--- src/rtl/core/lsf_ram.sv ---
// lsf_ram: generic simple dual-port ram, one write and one registered read port
// no dependencies
module lsf_ram #(
  parameter int WIDTH = 8,
  parameter int DEPTH = 16
) (
  input  logic                     clk,
  input  logic                     we,
  input  logic [$clog2(DEPTH)-1:0] waddr,
  input  logic [WIDTH-1:0]         wdata,
  input  logic                     re,
  input  logic [$clog2(DEPTH)-1:0] raddr,
  output logic [WIDTH-1:0]         rdata_r
);

  logic [WIDTH-1:0] mem [DEPTH];

  always_ff @(posedge clk) begin
    if (we) begin
      mem[waddr] <= wdata;
    end
    if (re) begin
      rdata_r <= mem[raddr];
    end
  end

endmodule

--- config.mk ---
export PLATFORM = sky130hd
export DESIGN_NAME = lsf_ram
export DESIGN_NICKNAME = d
export VERILOG_FILES = /design/src/rtl/core/lsf_ram.sv
export SDC_FILE = /design/constraint.sdc
export NUM_CORES = 1
export LEC_CHECK = 0
export ABC_CLOCK_PERIOD_IN_PS = 2820
export BUFFER_PORTS_ARGS = -buffer_cell sky130_fd_sc_hd__buf_2
export CAP_MARGIN = 20
export CORE_MARGIN = 2
export CORE_UTILIZATION = 28
export CTS_CLUSTER_SIZE = 10
export DETAILED_ROUTE_END_ITERATION = 8
export PLACE_DENSITY = 0.51
export SKIP_LAST_GASP = 1
export SYNTH_ARGS = -nofsm -noshare
export SYNTH_HDL_FRONTEND = slang
export SYNTH_SLANG_ARGS = --single-unit
--- constraint.sdc ---
create_clock -name clk -period 2.82 [get_ports clk]
set_clock_uncertainty 0.05 [all_clocks]
set_input_delay 0.705 -clock clk [delete_from_list [all_inputs] [get_ports clk]]
set_output_delay 0.705 -clock clk [all_outputs]
set_load 0.02 [all_outputs]
==> results of run 1 <==
synth_stat cells (all sizes together):
library cell,count
a22oi,16
and2,1
and2b,1
buf,7
clkdlybuf4s25,3
edfxtp,136
mux4,32
nand2,9
nand2b,2
nand3,1
nand3b,2
nor2,13
nor2b,1
nor3,4
or3b,1
stage by stage:
step / setup WS (ns) / area [um^2] / hold slack [ns] / utilization, %
after floorplan: 0.5721 / 5228 / 0.6548 / -
after global placement: 0.3897 / 5746 / 0.6899 / 31.66
after detailed placement: 0.3791 / 5746 / 0.6994 / 31.66
after CTS: 0.8146 / 6314 / 0.6131 / 34.79
after global routing: 0.7584 / 6314 / 0.6136 / 34.79
final: 0.8338 / 6314 / 0.6183 / 34.79
cell families (layout without fill, tap and decap cells):
family / after synthesis / after routing / synth area share, %
buffers and inverters: 10 / 77 / 1.651
muxes: 32 / 32 / 14.79
AOI/OAI and AO/OA: 16 / 16 / 2.298
DFF: 136 / 136 / 78.12
and+or+nand+nor: 35 / 35 / 3.136
registers in the layout, summed over array words and instances (netlist names):
name and flops:
mem 128, rdata_r 8
where the power goes:
group,internal (W),switching (W)
combinational,0.0000922,0.000139
clock,0.00137,0.000773
sequential,0.00228,0.0000111
layer usage:
layer	vias up	routed length, um
li1	1095	-
met1	1281	5275
met2	62	5182
met3	8	582
met4	0	90
met5	-	0
worst max path at each step:
stage	end	from	slack [ns]	depth (start not counted)
3_5_place_dp	rdata_r[2]	raddr[0]	0.38	5
2_1_floorplan	mem[0][0]	waddr[2]	0.57	2
4_1_cts	rdata_r[2]	raddr[0]	0.81	5
3_3_place_gp	rdata_r[2]	raddr[0]	0.39	5
6_report	rdata_r[0]	raddr[0]	0.83	5
5_1_grt	rdata_r[2]	raddr[0]	0.76	5
layout by cell type (no fill, tap or decap), drive strengths merged:
cell type  instances
edfxtp           136
buf               46
mux4              32
clkbuf            20
a22oi             16
nor2              13
nand2              9
clkinv             6
nor3               4
bufinv             3
nand3b             2
nand2b             2
clkinvlp           2
nor2b              1
and2               1
and2b              1
nand3              1
or3b               1
cell type report:
type,instances,area (um^2)
fill,1709,11830
sequential,136,4084
multi-input combinational,83,1057
clock buffer,20,436.7
timing repair buffer,46,317.8
tap,229,286.5
clock inverter,11,131.4
critical path, stage by stage:
cell	delay (ns)
buf_2	0.20
buf_12	0.20
mux4_1	0.63
a22oi_1	0.27
nand2_1	0.09
==> flow_summary.yaml, run 1 <==
clock_tree:
  post_cts_buffers: 0
  cts_root_buffer: "clkbuf_16"
  clockBufferDepth: 2
  cts_tree: "done"
  clk_pin_slew_ns: 0.06
  clock-sinks: 136
  insertion_delay_ns: 0.41
  post_cts_resized: 0
  cts_buffers: 17
  hold_buffers: 0
  htree_levels: 4
setup_path:
  worstRegToRegCells: 3
  cp-start-kind: "primary input"
  required_ns: 2.93
  r2r-start: "mem[5][0]"
  ff2ff_setup_slack_ns: 1.24
  worstPathMaxFanout: 12
  setup.worst_path.end_class: "flop"
  arrival_ns: 2.09
  criticalPathCategory: "primary input to flop"
  r2r_end: "rdata_r[0]"
synth:
  synth_top_area_share_pct: 78.12
  yosys.area.top_type: "edfxtp_1"
  syn_area_um2: 5228
  ys_seq_elements: 136
  ys_warn_count: 0
  ys_top_cells_by_area: "edfxtp_1 78%, mux4_2 7.8%, mux4_1 7.0%"
  syn_inst: 229
  synth_nets: 248
  ys_seq_area_share_pct: 78.12
  syn_avg_cell_area_um2: 22.83
  synthDistinctLibCells: 18
routing:
  via_per_inst: 4.659
  ant_nets: 0
  drt-total-wl_um: 11130
  first_iter_violations: 261
  routedWlPerCell_um: 21.20
  drcViolationCount: 0
  vias: 2446
  dr.pass1.iters: 4
flow_run:
  cap_violations: 0
sta:
  min_period_ns: 1.986
  rsz0062_at_grt: "no"
  fmaxAchievable_mhz: 503.5
  slew_headroom_pct: 51.71
  hold_violations: 0
  setup_viol: 0
  fin_crit_sh_pct: 70.43
  tns_ns: 0
  slew_violations: 0
  tightest_slew_ns: 0.7217
global_routing:
  grt_use_met3_pct: 3.668
  first_global_vias: 2676
  grt_pass1_wl_um: 16970
  gr-max-usage-layer: "met2"
  grt.met1_usage_pct: 17.11
  grt_max_degree: 33
  antenna_found_initial: 0
  grtUsageTotal_pct: 12.19
  grt-ovfl-total: 0
  met2_usage_pct: 18.28
die:
  die_h_um: 140.6
  fp.coreArea_um2: 18150
  fp-row-count: 49
  die_x_um: 140.6
  die-area_um2: 19780
  ios: 27
  start_util_pct: 28.81
placement:
  post-place-cells: 494
  gp_congestion: 0.6885
  dp_hpwl_um: 7098
  io_buffer_count: 26
power_and_ir_drop:
  total_power_w: 0.004662
  power_leakage_nw: 2.101
  ir_drop_mv: 0.4281
  powerDensity_nw_per_um2: 738.4
worst_hold_path:
  min_path_type: "primary input to flop"
  hold_start: "re"
  hold-path-endpoint: "rdata_r[5]"
  holdPathStages: 1
final_layout:
  area_growth_pct: 20.78
  nNetsFinal: 303
  n_antenna_cell: 0
  final_cell_count_no_fill: 525
  drive_gt1_share_pct: 30.41
status:
  status: "complete, no violations"
Power figures use the tool's default switching activity.
==> run 2, diff against run 1 <==
--- a/config.mk
+++ b/config.mk
@@ -5,14 +5,14 @@
 export SDC_FILE = /design/constraint.sdc
 export NUM_CORES = 1
 export LEC_CHECK = 0
-export ABC_CLOCK_PERIOD_IN_PS = 2820
+export ABC_CLOCK_PERIOD_IN_PS = 1630
 export BUFFER_PORTS_ARGS = -buffer_cell sky130_fd_sc_hd__buf_2
 export CAP_MARGIN = 20
 export CORE_MARGIN = 2
 export CORE_UTILIZATION = 28
 export CTS_CLUSTER_SIZE = 10
 export DETAILED_ROUTE_END_ITERATION = 8
-export PLACE_DENSITY = 0.51
+export PLACE_DENSITY = 0.52
 export SKIP_LAST_GASP = 1
 export SYNTH_ARGS = -nofsm -noshare
 export SYNTH_HDL_FRONTEND = slang
==> constraint.sdc (replaced) <==
create_clock -name clk -period 1.63 [get_ports clk]
set_clock_uncertainty 0.05 [all_clocks]
set_input_delay 0.4075 -clock clk [delete_from_list [all_inputs] [get_ports clk]]
set_output_delay 0.4075 -clock clk [all_outputs]
set_load 0.02 [all_outputs]
==> run 2 against run 1 <==
Compared with the run above: worst setup slack got worse by 0.77 ns; sequential share of layout area decreased by 0.87 points; combinational power increased by 82%; critical path type unchanged; critical endpoint is now rdata_r[4]; largest power group unchanged.
==> flow_summary.yaml, run 2 (synthesis results as in run 1) <==
routing:
  ant_nets: 0
  routed.top_layer: "met5"
  first_iter_violations: 226
  vias: 2435
  drcViolationCount: 0
  routedWlPerCell_um: 19.79
  wl_met2_um: 5100
  via_per_inst: 4.543
  wl_met3_um: 814
  dr.pass1.iters: 4
  wl_met1_um: 4539
  drt-total-wl_um: 10610
status:
  status: "complete, no violations"
sta:
  setup_slack_ns: 0.06539
  min_period_ns: 1.565
  tightest_slew_ns: 0.7796
  fmaxAchievable_mhz: 639.1
  hold_violations: 0
  setup_viol: 0
  fin_crit_sh_pct: 95.99
  slew_headroom_pct: 47.92
  slew_violations: 0
  rsz0062_at_grt: "no"
setup_path:
  crit_top_cell: "buf_12"
  slowest_delay_ns: 0.50
  crit_family: "multiplexers"
  setup.worst_path.end_class: "flop"
  required_ns: 1.72
  path_cells: "buf_2, buf_12, buf_12, mux4_2, a22oi_1, nand2_1"
  cp-start-kind: "primary input"
  timing.critical_path.slowest_stage_cell: "mux4_2"
  arrival_ns: 1.66
  criticalPathCategory: "primary input to flop"
  worstPathMaxFanout: 13
  crit_buf_inv: 3
clock_tree:
  clk_pin_slew_ns: 0.05
  post_cts_buffers: 0
  htree_levels: 4
  hold_buffers: 0
  post_cts_resized: 1
  insertion_delay_ns: 0.41
  clock-sinks: 136
  clockBufferDepth: 2
  cts_tree: "done"
  cts_buffers: 17
  cts_root_buffer: "clkbuf_16"
final_layout:
  largest_reg_flops: 128
  final_cell_mix: "136 x edfxtp_1, 31 x mux4_2, 26 x buf_2, 21 x buf_4, 17 x clkbuf_16"
  largestRegisters: "mem x128, rdata_r x8"
  fillers: 1678
  drive_gt1_share_pct: 37.38
  final_common_cell: "edfxtp_1"
  nNetsFinal: 311
  regMostFlops: "mem"
  area_growth_pct: 22.43
  design_area_um2: 6400
die:
  die_h_um: 140.6
  fp-row-count: 49
  ios: 27
  die-area_um2: 19780
  fp.coreArea_um2: 18150
  die_x_um: 140.6
  start_util_pct: 28.81
power_and_ir_drop:
  power_leakage_nw: 2.111
  powerDensity_nw_per_um2: 1258
  ir_drop_mv: 0.6461
  total_power_w: 0.008048
global_routing:
  antenna_found_initial: 3
  first_global_vias: 2573
  grt-ovfl-total: 0
  grt_max_degree: 17
  grtUsageTotal_pct: 11.41
  grt_pass1_wl_um: 15990
worst_hold_path:
  min_path_type: "primary input to flop"
placement:
  dpl_cell_area_um2: 5822
  io_buffer_count: 26
  post-place-ws_ns: -0.4462
  dp_hpwl_um: 7008
  gp_congestion: 0.7046
flow_run:
  cap_violations: 0
==> run 2: worst paths after layout <==
kind	from	end	slack, ns	cells after the start
min	re	rdata_r[2]	0.33	1
max reg2reg	mem[10][4]	rdata_r[4]	0.15	3
min reg2reg	mem[15][6]	rdata_r[6]	0.71	3
max	raddr[0]	rdata_r[4]	0.07	6
==> run 2: layout make-up <==
| class | instances | area [um^2] | share of cell area [%] |
|---|---|---|---|
| flip-flops and latches | 136 | 4084 | 63.81 |
| multi-input cells | 83 | 1028 | 16.07 |
| clock buffers | 19 | 432.9 | 6.764 |
| repair buffers | 54 | 427.9 | 6.686 |
| well taps | 229 | 286.5 | 4.477 |
| clock inverters | 13 | 135.1 | 2.111 |
| diodes | 2 | 5.005 | 0.07820 |
==> run 2: routing by layer <==
layer	up-vias	GRT usage (%)
met5	-	0
met4	2	3.947
li1	1095	-
met2	65	17.77
met3	10	4.178
met1	1263	14.82
==> run 2: report_power, final <==
group | switching (W) | internal, W | leakage [nW]
Combinational | 0.000233 | 0.000188 | 0.599
Clock | 0.00130 | 0.00236 | 0.276
Sequential | 0.0000218 | 0.00394 | 1.24
==> run 2: through the flow <==
step	util, %	hold WS (ns)	TNS (ns)	cells
floorplan	-	0.4564	-3.075	229
global placement	32.08	0.6974	-4.780	502
detailed placement	32.08	0.7032	-5.501	502
CTS	35.24	0.3229	0	534
global route	35.24	0.3307	0	534
finish	35.27	0.3344	0	536
==> run 2: worst register-to-register path: cells and delay by family (launching register included) <==
family,cells,cell delay (ns)
flip-flops,1,0.35
AND/OR/NAND/NOR,1,0.13
multiplexers,1,0.46
AO/OA/AOI/OAI,1,0.23
